## src/hdl/assert_macros.svh

```systemverilog
// Shared assertion macros for the RTL.
`ifndef ASSERT_MACROS_SVH
`define ASSERT_MACROS_SVH

// Clocked property, disabled while reset is asserted (active low).
`define ASSERT_CLK(name, clk, rstn, prop, msg) \
    name: assert property (@(posedge clk) disable iff (!(rstn)) (prop)) else $error(msg);

// Clocked implication, disabled while reset is asserted (active low).
`define ASSERT_IMP(name, clk, rstn, ante, cons, msg) \
    name: assert property (@(posedge clk) disable iff (!(rstn)) (ante) |-> (cons)) \
        else $error(msg);

`endif

```

## src/hdl/srs_pkg.sv

```systemverilog
package srs_pkg;

    localparam int CFG_ADDR_W = 5;
    localparam int CFG_DATA_W = 64;
    localparam int REG_IDX_W  = 2;

    localparam logic [REG_IDX_W-1:0] REG_PATTERN_BYTES      = 2'd0;
    localparam logic [REG_IDX_W-1:0] REG_PATTERN_LENGTH     = 2'd1;
    localparam logic [REG_IDX_W-1:0] REG_REPLACEMENT_BYTES  = 2'd2;
    localparam logic [REG_IDX_W-1:0] REG_REPLACEMENT_LENGTH = 2'd3;

    typedef struct packed {
        logic [7:0] text_byte;
        logic       line_end;
    } in_t;

    typedef struct packed {
        logic [7:0] out_byte;
        logic       out_line_end;
        logic       last_of_run;
    } out_t;

    typedef struct packed {
        logic [63:0] pattern_bytes;
        logic [3:0]  pattern_length;
        logic [63:0] replacement_bytes;
        logic [3:0]  replacement_length;
    } cfg_t;

    // Controller to datapath
    typedef struct packed {
        logic accept;
        logic emit_head;
        logic emit_rep;
    } cmd_t;

    // Datapath to controller
    typedef struct packed {
        logic full;
        logic match;
        logic eol;
        logic one_held;
        logic rep_last;
        logic out_free;
    } sts_t;

endpackage

```

## src/hdl/srs_cfg.sv

```systemverilog
module srs_cfg (
    input  logic                           aclk,
    input  logic                           aresetn,
    input  logic                           psel,
    input  logic                           penable,
    input  logic                           pwrite,
    input  logic [srs_pkg::CFG_ADDR_W-1:0] paddr,
    input  logic [srs_pkg::CFG_DATA_W-1:0] pwdata,
    output logic [srs_pkg::CFG_DATA_W-1:0] prdata,
    output logic                           pready,
    output srs_pkg::cfg_t                  cfg
);
    import srs_pkg::*;

    cfg_t                 cfg_reg;
    cfg_t                 cfg_next;
    logic [REG_IDX_W-1:0] reg_idx;
    logic                 wr_en;

    assign reg_idx = paddr[CFG_ADDR_W-1:3];
    assign wr_en   = psel && penable && pwrite;
    assign pready  = 1'b1;
    assign cfg     = cfg_reg;

    always_comb begin
        cfg_next = cfg_reg;
        if (wr_en) begin
            unique case (reg_idx)
                REG_PATTERN_BYTES:      cfg_next.pattern_bytes      = pwdata;
                REG_PATTERN_LENGTH:     cfg_next.pattern_length     = pwdata[3:0];
                REG_REPLACEMENT_BYTES:  cfg_next.replacement_bytes  = pwdata;
                REG_REPLACEMENT_LENGTH: cfg_next.replacement_length = pwdata[3:0];
                default:                cfg_next = cfg_reg;
            endcase
        end
    end

    always_comb begin
        unique case (reg_idx)
            REG_PATTERN_BYTES:      prdata = cfg_reg.pattern_bytes;
            REG_PATTERN_LENGTH:     prdata = {60'd0, cfg_reg.pattern_length};
            REG_REPLACEMENT_BYTES:  prdata = cfg_reg.replacement_bytes;
            REG_REPLACEMENT_LENGTH: prdata = {60'd0, cfg_reg.replacement_length};
            default:                prdata = '0;
        endcase
    end

    always_ff @(posedge aclk) begin
        if (!aresetn) begin
            cfg_reg.pattern_bytes      <= '0;
            cfg_reg.pattern_length     <= 4'd1;
            cfg_reg.replacement_bytes  <= '0;
            cfg_reg.replacement_length <= 4'd1;
        end else begin
            cfg_reg <= cfg_next;
        end
    end

endmodule

```

## src/hdl/srs_ctrl.sv

```systemverilog
module srs_ctrl (
    input  logic          aclk,
    input  logic          aresetn,
    input  logic          s_valid,
    output logic          s_ready,
    input  srs_pkg::sts_t sts,
    output srs_pkg::cmd_t cmd
);
    import srs_pkg::*;

    typedef enum logic [3:0] {
        ST_IDLE  = 4'b0001,
        ST_CHECK = 4'b0010,
        ST_REPL  = 4'b0100,
        ST_FLUSH = 4'b1000
    } state_t;

    state_t state_reg;
    state_t state_next;

    assign s_ready = (state_reg == ST_IDLE);

    always_comb begin
        cmd        = '0;
        state_next = state_reg;
        unique case (state_reg)
            ST_IDLE: begin
                if (s_valid) begin
                    cmd.accept = 1'b1;
                    state_next = ST_CHECK;
                end
            end
            ST_CHECK: begin
                if (sts.full && sts.match) begin
                    state_next = ST_REPL;
                end else if (sts.full) begin
                    // hold until the output slot frees up
                    if (sts.out_free) begin
                        cmd.emit_head = 1'b1;
                        state_next    = (sts.eol && !sts.one_held) ? ST_FLUSH : ST_IDLE;
                    end
                end else begin
                    state_next = sts.eol ? ST_FLUSH : ST_IDLE;
                end
            end
            ST_REPL: begin
                if (sts.out_free) begin
                    cmd.emit_rep = 1'b1;
                    if (sts.rep_last) begin
                        state_next = ST_IDLE;
                    end
                end
            end
            ST_FLUSH: begin
                if (sts.out_free) begin
                    cmd.emit_head = 1'b1;
                    if (sts.one_held) begin
                        state_next = ST_IDLE;
                    end
                end
            end
            default: state_next = ST_IDLE;
        endcase
    end

    always_ff @(posedge aclk) begin
        if (!aresetn) begin
            state_reg <= ST_IDLE;
        end else begin
            state_reg <= state_next;
        end
    end

endmodule

```

## src/hdl/srs_dp.sv

```systemverilog
`include "assert_macros.svh"

module srs_dp #(
    parameter int MAX_PATTERN     = 8,
    parameter int MAX_REPLACEMENT = 8
) (
    input  logic          aclk,
    input  logic          aresetn,
    input  srs_pkg::cfg_t cfg,
    input  srs_pkg::cmd_t cmd,
    output srs_pkg::sts_t sts,
    input  srs_pkg::in_t  s_item,
    output logic          m_valid,
    input  logic          m_ready,
    output srs_pkg::out_t m_item
);
    import srs_pkg::*;

    localparam int HC_W  = $clog2(MAX_PATTERN + 1);
    localparam int IDX_W = (MAX_PATTERN > 1) ? $clog2(MAX_PATTERN) : 1;
    localparam int RI_W  = (MAX_REPLACEMENT > 1) ? $clog2(MAX_REPLACEMENT) : 1;

    function automatic logic [3:0] clamp_len(input logic [3:0] len, input logic [3:0] maxv);
        logic [3:0] res;
        if (len == 4'd0) begin
            res = 4'd1;
        end else if (len > maxv) begin
            res = maxv;
        end else begin
            res = len;
        end
        return res;
    endfunction

    logic [7:0]      window_reg [MAX_PATTERN];
    logic [HC_W-1:0] held_reg;
    logic [HC_W-1:0] held_next;
    logic [HC_W-1:0] act_len_reg;
    logic [HC_W-1:0] act_len_next;
    logic            eol_reg;
    logic [RI_W-1:0] rep_idx_reg;
    logic [RI_W-1:0] rep_idx_next;
    logic            out_valid_reg;
    logic            out_valid_next;
    out_t            out_reg;
    out_t            out_next;

    logic            out_free;
    logic            match;
    logic            one_held;
    logic            rep_last;
    logic [3:0]      rlen_m1;
    logic [7:0]      rep_word;

    assign out_free = !out_valid_reg || m_ready;
    assign one_held = (held_reg == HC_W'(1));
    assign rlen_m1  = clamp_len(cfg.replacement_length, 4'(MAX_REPLACEMENT)) - 4'd1;
    assign rep_last = (4'(rep_idx_reg) == rlen_m1);
    assign rep_word = cfg.replacement_bytes[{rep_idx_reg, 3'b000} +: 8];

    always_comb begin
        match = 1'b1;
        for (int i = 0; i < MAX_PATTERN; i++) begin
            if ((HC_W'(i) < act_len_reg) && (window_reg[i] != cfg.pattern_bytes[8*i +: 8])) begin
                match = 1'b0;
            end
        end
    end

    always_comb begin
        sts.full     = (held_reg == act_len_reg);
        sts.match    = match;
        sts.eol      = eol_reg;
        sts.one_held = one_held;
        sts.rep_last = rep_last;
        sts.out_free = out_free;
    end

    always_comb begin
        held_next    = held_reg;
        act_len_next = act_len_reg;
        rep_idx_next = rep_idx_reg;
        if (cmd.accept) begin
            held_next    = held_reg + HC_W'(1);
            rep_idx_next = '0;
            if (held_reg == '0) begin
                act_len_next = HC_W'(clamp_len(cfg.pattern_length, 4'(MAX_PATTERN)));
            end
        end else if (cmd.emit_head) begin
            held_next = held_reg - HC_W'(1);
        end else if (cmd.emit_rep) begin
            rep_idx_next = rep_idx_reg + RI_W'(1);
            if (rep_last) begin
                held_next = '0;
            end
        end
    end

    always_comb begin
        out_next       = out_reg;
        out_valid_next = out_valid_reg && !m_ready;
        if (cmd.emit_head) begin
            out_valid_next        = 1'b1;
            out_next.out_byte     = window_reg[0];
            out_next.out_line_end = eol_reg && one_held;
            out_next.last_of_run  = !eol_reg || one_held;
        end else if (cmd.emit_rep) begin
            out_valid_next        = 1'b1;
            out_next.out_byte     = rep_word[7:0];
            out_next.out_line_end = eol_reg && rep_last;
            out_next.last_of_run  = rep_last;
        end
    end

    // Window: write at the fill position, drop the oldest byte on each head emit.
    always_ff @(posedge aclk) begin
        for (int i = 0; i < MAX_PATTERN; i++) begin
            if (cmd.accept) begin
                if (held_reg[IDX_W-1:0] == IDX_W'(i)) begin
                    window_reg[i] <= s_item.text_byte;
                end
            end else if (cmd.emit_head) begin
                window_reg[i] <= (i < MAX_PATTERN - 1) ? window_reg[(i + 1) % MAX_PATTERN]
                                                       : 8'd0;
            end
        end
    end

    always_ff @(posedge aclk) begin
        if (cmd.accept) begin
            eol_reg <= s_item.line_end;
        end
        out_reg <= out_next;
    end

    always_ff @(posedge aclk) begin
        if (!aresetn) begin
            held_reg      <= '0;
            act_len_reg   <= HC_W'(1);
            rep_idx_reg   <= '0;
            out_valid_reg <= 1'b0;
        end else begin
            held_reg      <= held_next;
            act_len_reg   <= act_len_next;
            rep_idx_reg   <= rep_idx_next;
            out_valid_reg <= out_valid_next;
        end
    end

    assign m_valid = out_valid_reg;
    assign m_item  = out_reg;

    `ASSERT_CLK(a_held_bound, aclk, aresetn, held_reg <= act_len_reg, "window overfilled")
    `ASSERT_CLK(a_len_range, aclk, aresetn,
        (act_len_reg != '0) && (act_len_reg <= HC_W'(MAX_PATTERN)), "active length out of range")
    `ASSERT_IMP(a_emit_free, aclk, aresetn, cmd.emit_head || cmd.emit_rep, out_free,
        "emit into occupied output slot")
    `ASSERT_IMP(a_head_nonempty, aclk, aresetn, cmd.emit_head, held_reg != '0,
        "head emit from empty window")

endmodule

```

## src/hdl/substring_replace_stream.sv

```systemverilog
// Streaming replace-all: bytes of a line enter one request at a time and are held in a window
// as long as the pattern; a full window that equals the pattern is replaced by the replacement
// bytes, otherwise its oldest byte goes out, and a line-end byte flushes what is left. An
// input byte is taken only while the controller is idle, and each byte is accepted, then
// compared, before the next one is taken; a match then sends the replacement bytes one by one
// and a line end the flushed bytes, each emitted through the single output register, so the
// output side's stalls add directly. Config registers sit at byte addresses 0, 8, 16 and 24
// and should be written only while no line is in flight; a new pattern length takes effect
// once the window is empty.
module substring_replace_stream #(
    parameter int MAX_PATTERN     = 8,
    parameter int MAX_REPLACEMENT = 8
) (
    input  logic                           aclk,
    input  logic                           aresetn,
    input  logic                           s_valid,
    output logic                           s_ready,
    input  srs_pkg::in_t                   s_item,
    output logic                           m_valid,
    input  logic                           m_ready,
    output srs_pkg::out_t                  m_item,
    input  logic                           psel,
    input  logic                           penable,
    input  logic                           pwrite,
    input  logic [srs_pkg::CFG_ADDR_W-1:0] paddr,
    input  logic [srs_pkg::CFG_DATA_W-1:0] pwdata,
    output logic [srs_pkg::CFG_DATA_W-1:0] prdata,
    output logic                           pready
);
    import srs_pkg::*;

    cfg_t cfg;
    cmd_t cmd;
    sts_t sts;

    srs_cfg u_cfg (
        .aclk    (aclk),
        .aresetn (aresetn),
        .psel    (psel),
        .penable (penable),
        .pwrite  (pwrite),
        .paddr   (paddr),
        .pwdata  (pwdata),
        .prdata  (prdata),
        .pready  (pready),
        .cfg     (cfg)
    );

    srs_ctrl u_ctrl (
        .aclk    (aclk),
        .aresetn (aresetn),
        .s_valid (s_valid),
        .s_ready (s_ready),
        .sts     (sts),
        .cmd     (cmd)
    );

    srs_dp #(
        .MAX_PATTERN     (MAX_PATTERN),
        .MAX_REPLACEMENT (MAX_REPLACEMENT)
    ) u_dp (
        .aclk    (aclk),
        .aresetn (aresetn),
        .cfg     (cfg),
        .cmd     (cmd),
        .sts     (sts),
        .s_item  (s_item),
        .m_valid (m_valid),
        .m_ready (m_ready),
        .m_item  (m_item)
    );

endmodule

```

## config.mk

```make
export PLATFORM = sky130hd
export DESIGN_NAME = substring_replace_stream
export DESIGN_NICKNAME = d
export VERILOG_FILES = /design/src/hdl/srs_pkg.sv /design/src/hdl/srs_cfg.sv /design/src/hdl/srs_ctrl.sv /design/src/hdl/srs_dp.sv /design/src/hdl/substring_replace_stream.sv
export VERILOG_INCLUDE_DIRS = /design/src /design/src/hdl
export SDC_FILE = /design/constraint.sdc
export NUM_CORES = 1
export LEC_CHECK = 0
export ABC_AREA = 1
export BUFFER_PORTS_ARGS = -buffer_cell sky130_fd_sc_hd__buf_2
export CAP_MARGIN = 20
export CORE_AREA = 2 2 204 106
export DETAILED_ROUTE_END_ITERATION = 6
export DIE_AREA = 0 0 206 108
export GPL_TIMING_DRIVEN = 0
export PLACE_DENSITY = 0.76
export RECOVER_POWER = 25
export SETUP_SLACK_MARGIN = 0.02
export SYNTH_ARGS = -nofsm -noshare
export SYNTH_HDL_FRONTEND = slang
export SYNTH_SLANG_ARGS = --single-unit
```

## constraint.sdc

```tcl
create_clock -name aclk -period 5.7 [get_ports aclk]
set_clock_uncertainty 0.05 [all_clocks]
set_input_delay 0.57 -clock aclk [delete_from_list [all_inputs] [get_ports aclk]]
set_output_delay 0.57 -clock aclk [all_outputs]
set_load 0.1 [all_outputs]
```

==> impl_results.md <==
- Final Power: 4.547 mW
- Worst-Margin Slew: around 1.2 ns
- Share of cells above drive strength 1: about an eighth
- Core box area: between 0.02 and 0.025 sq mm
- Post-synth EDFFs: 75
- Status: complete, no violations
- GRT overflow: 0
- Main flop type after synthesis: dfxtp_1
- Detailed Routing Iterations Pass 1: 6
- Global-route wire length before repair: roughly 64000 um
- DR DRC count: 0
- Worst-path clk slew: approximately 0.070 ns
- Top delay family on crit path: buffers and inverters
- Crit-path cells: clkbuf_1, inv_1, nor2_1, clkbuf_1, clkbuf_1, nand2_1, o21ai_0, buf_2
- Number of flip-flops in the largest register: ~140
- Fillers: ~1.9k
- Setup violators final: 0
- Worst endpoint required time: a little over 5 ns
- Lkg Pwr: between 5 and 6 nW
- Hold depth: 1
- PostCTS Resize Cnt: 0
- FF-to-FF path depth: 16
- Max-cap violation count: 0
- Area grow syn2layout: 16.47%
- DIE WIDTH: a little over 200 um
- Final hold violation count: 0
- Compound-cell area share of the yosys netlist: 19.69%
- CTS tree: done
- Vias per cell: between 5 and 6
- Vias in the first global route: about 11k
- Area after DPL: between 0.01 and 0.015 sq mm
- CP Max Fanout: 10
- Total clock sinks: approximately 230
- Main combinational cell family by area after synthesis: simple AND/OR/NAND/NOR gates
- Syn Inst Count: approximately 1.5k
- Synth top area cells: dfxtp_1 27%, edfxtp_1 20%, o21ai_0 11%, nand2_1 9.7%, nor2_1 7.9%
- Synthesized cell area: about 0.011 sq mm
- Post-synthesis sequential area ratio: 47.75%
- Critical path type: in2out
- Synth area leader: dfxtp_1
- CP Data Arrival Time: approximately 3.1 ns
- Peak supply drop: 0.2032 mV
- CP endpoint kind: primary output
- Pwr dens: about 350 mW/mm^2
- Drt initial violations: around 1.7k
- Post-Syn Area per Cell: 7.528 sq um
- Via count: 11.54k
- Port bufs: about 160
- Synth warn: 0
- Top cell type's share of synthesized area: between 20 and 30%
- H-tree depth: 1
- Final Util: about 64%
- Initial core utilization: a little over half
- CTS buffer count: 21
- Longest Clk Path Bufs: 3
- Hpwl dp: approximately 34000 um
- Fraction of registers with async set/reset: 0%
- CP max stage delay: 0.62 ns
- Drt wl/cell: around 23 um
- Slew Limit Fails: 0
- Post-route cell area: about 0.013 sq mm
- Sum Neg Setup Slack: 0 ns
- Initial antenna violation count: 4
- Synthesis-stage register bit count: 227
- Max-slew headroom: between 20% and 30%
- Syn Nets: 1567
- Post-synthesis cell type count: 46
- DRT antenna net count: 0
- Multiplexer share of the synthesized area: 0%
- RSZ-0062 raised after global routing: no
- Nets@finish: 1751
- Cts hold-fix bufs: 0
- Tcrit/Tclk final: between 60 and 70%
- Startpoint class of the critical path: primary input
- Critical Path Stages: 8
- XOR/XNOR Fraction of Synth Area: 2.528%
- Synth Area in Adders: ~1.0%
- Worst path most repeated cell: clkbuf_1
- Row Count: 37
- Clock root buffer: clkbuf_16
- Slowest CP cell: clkbuf_1
- Gp weighted congestion: about 1
- Fmax: 269.3 MHz
- Synth Area in Simple Gates: 20.51%
- Most frequent cells in the layout: 288 x nand2_1, 251 x o21ai_0, 233 x nor2_1
- Die span in y: ~110 um
- Min-delay worst type: in2reg
- Die area: roughly 0.022 sq mm
- Boundary pin count: 162
- Most common cell after layout, fill and taps aside: nand2_1
- Minimum clock period: ~3.7 ns
- Hold WS: 0.1815 ns
- Pin count of the biggest net entering global routing: 16
- Post-CTS Setup Inserts: 0
- Crit path buffers/inverters: 5
- GRT Util Overall: between 30% and 40%
- Worst-Skew Late Latency: roughly 0.53 ns
- Final WL: 43960 um
==> through the flow <==
stage,setup WS (ns),cells
2_1_floorplan,1.557,1473
3_3_place_gp,2.189,1902
3_5_place_dp,2.178,1907
4_1_cts,2.170,1945
5_1_grt,1.914,1948
6_report,1.986,1949
==> cells in the mapped netlist (9+ instances only) <==
cell,number
nand2_1,288
o21ai_0,253
nor2_1,232
inv_1,153
dfxtp_1,152
a21oi_1,82
edfxtp_1,75
clkbuf_1,66
o22ai_1,19
nand3_1,18
xnor2_1,17
a22o_1,15
xor2_1,15
ha_1,9
==> metal layers <==
metal / GRT usage, % / routed length, um
met5: 0 / 0
met4: 10.71 / 1193
met3: 18.93 / 7583
met2: 55.37 / 17550
met1: 53.94 / 17640
==> final timing paths <==
check	from	endpoint	slack (ns)
setup / recovery	paddr[4]	prdata[46]	1.99
setup reg to reg	u_dp.window_reg[0][31]	u_dp.window_reg[1][29]	2.38
hold / removal	s_item[0]	u_dp.eol_reg	0.18
hold reg to reg	u_cfg.cfg[39]	u_cfg.cfg[39]	0.42
==> power breakdown <==
part           switching, mW  internal (mW)  total (mW)
registers              0.121           1.88        2.00
logic                  0.823          0.288        1.11
clock network          0.645          0.791        1.44
==> cell type report <==
type                       count  area (sq um)  area share, %
tap                          273         341.6          2.645
timing repair buffer         161         800.8          6.200
buffer                        77         337.8          2.616
inverter                     158         600.6          4.650
sequential                   227          5295          41.00
clock buffer                  35         659.4          5.106
clock inverter                 3         18.77         0.1453
multi-input combinational   1011          4851          37.56
antenna                        4         10.01        0.07750
==> logic make-up (layout without fill, tap and decap cells) <==
kind of cell,after synthesis,in the layout
AOI/OAI and AO/OA,402,402
other,1,5
adders and majority gates,9,9
buffers and inverters,235,434
DFF,227,227
and+or+nand+nor,567,567
xor gates and xnor gates,32,32
No activity file was read; power rests on OpenSTA's default activity.
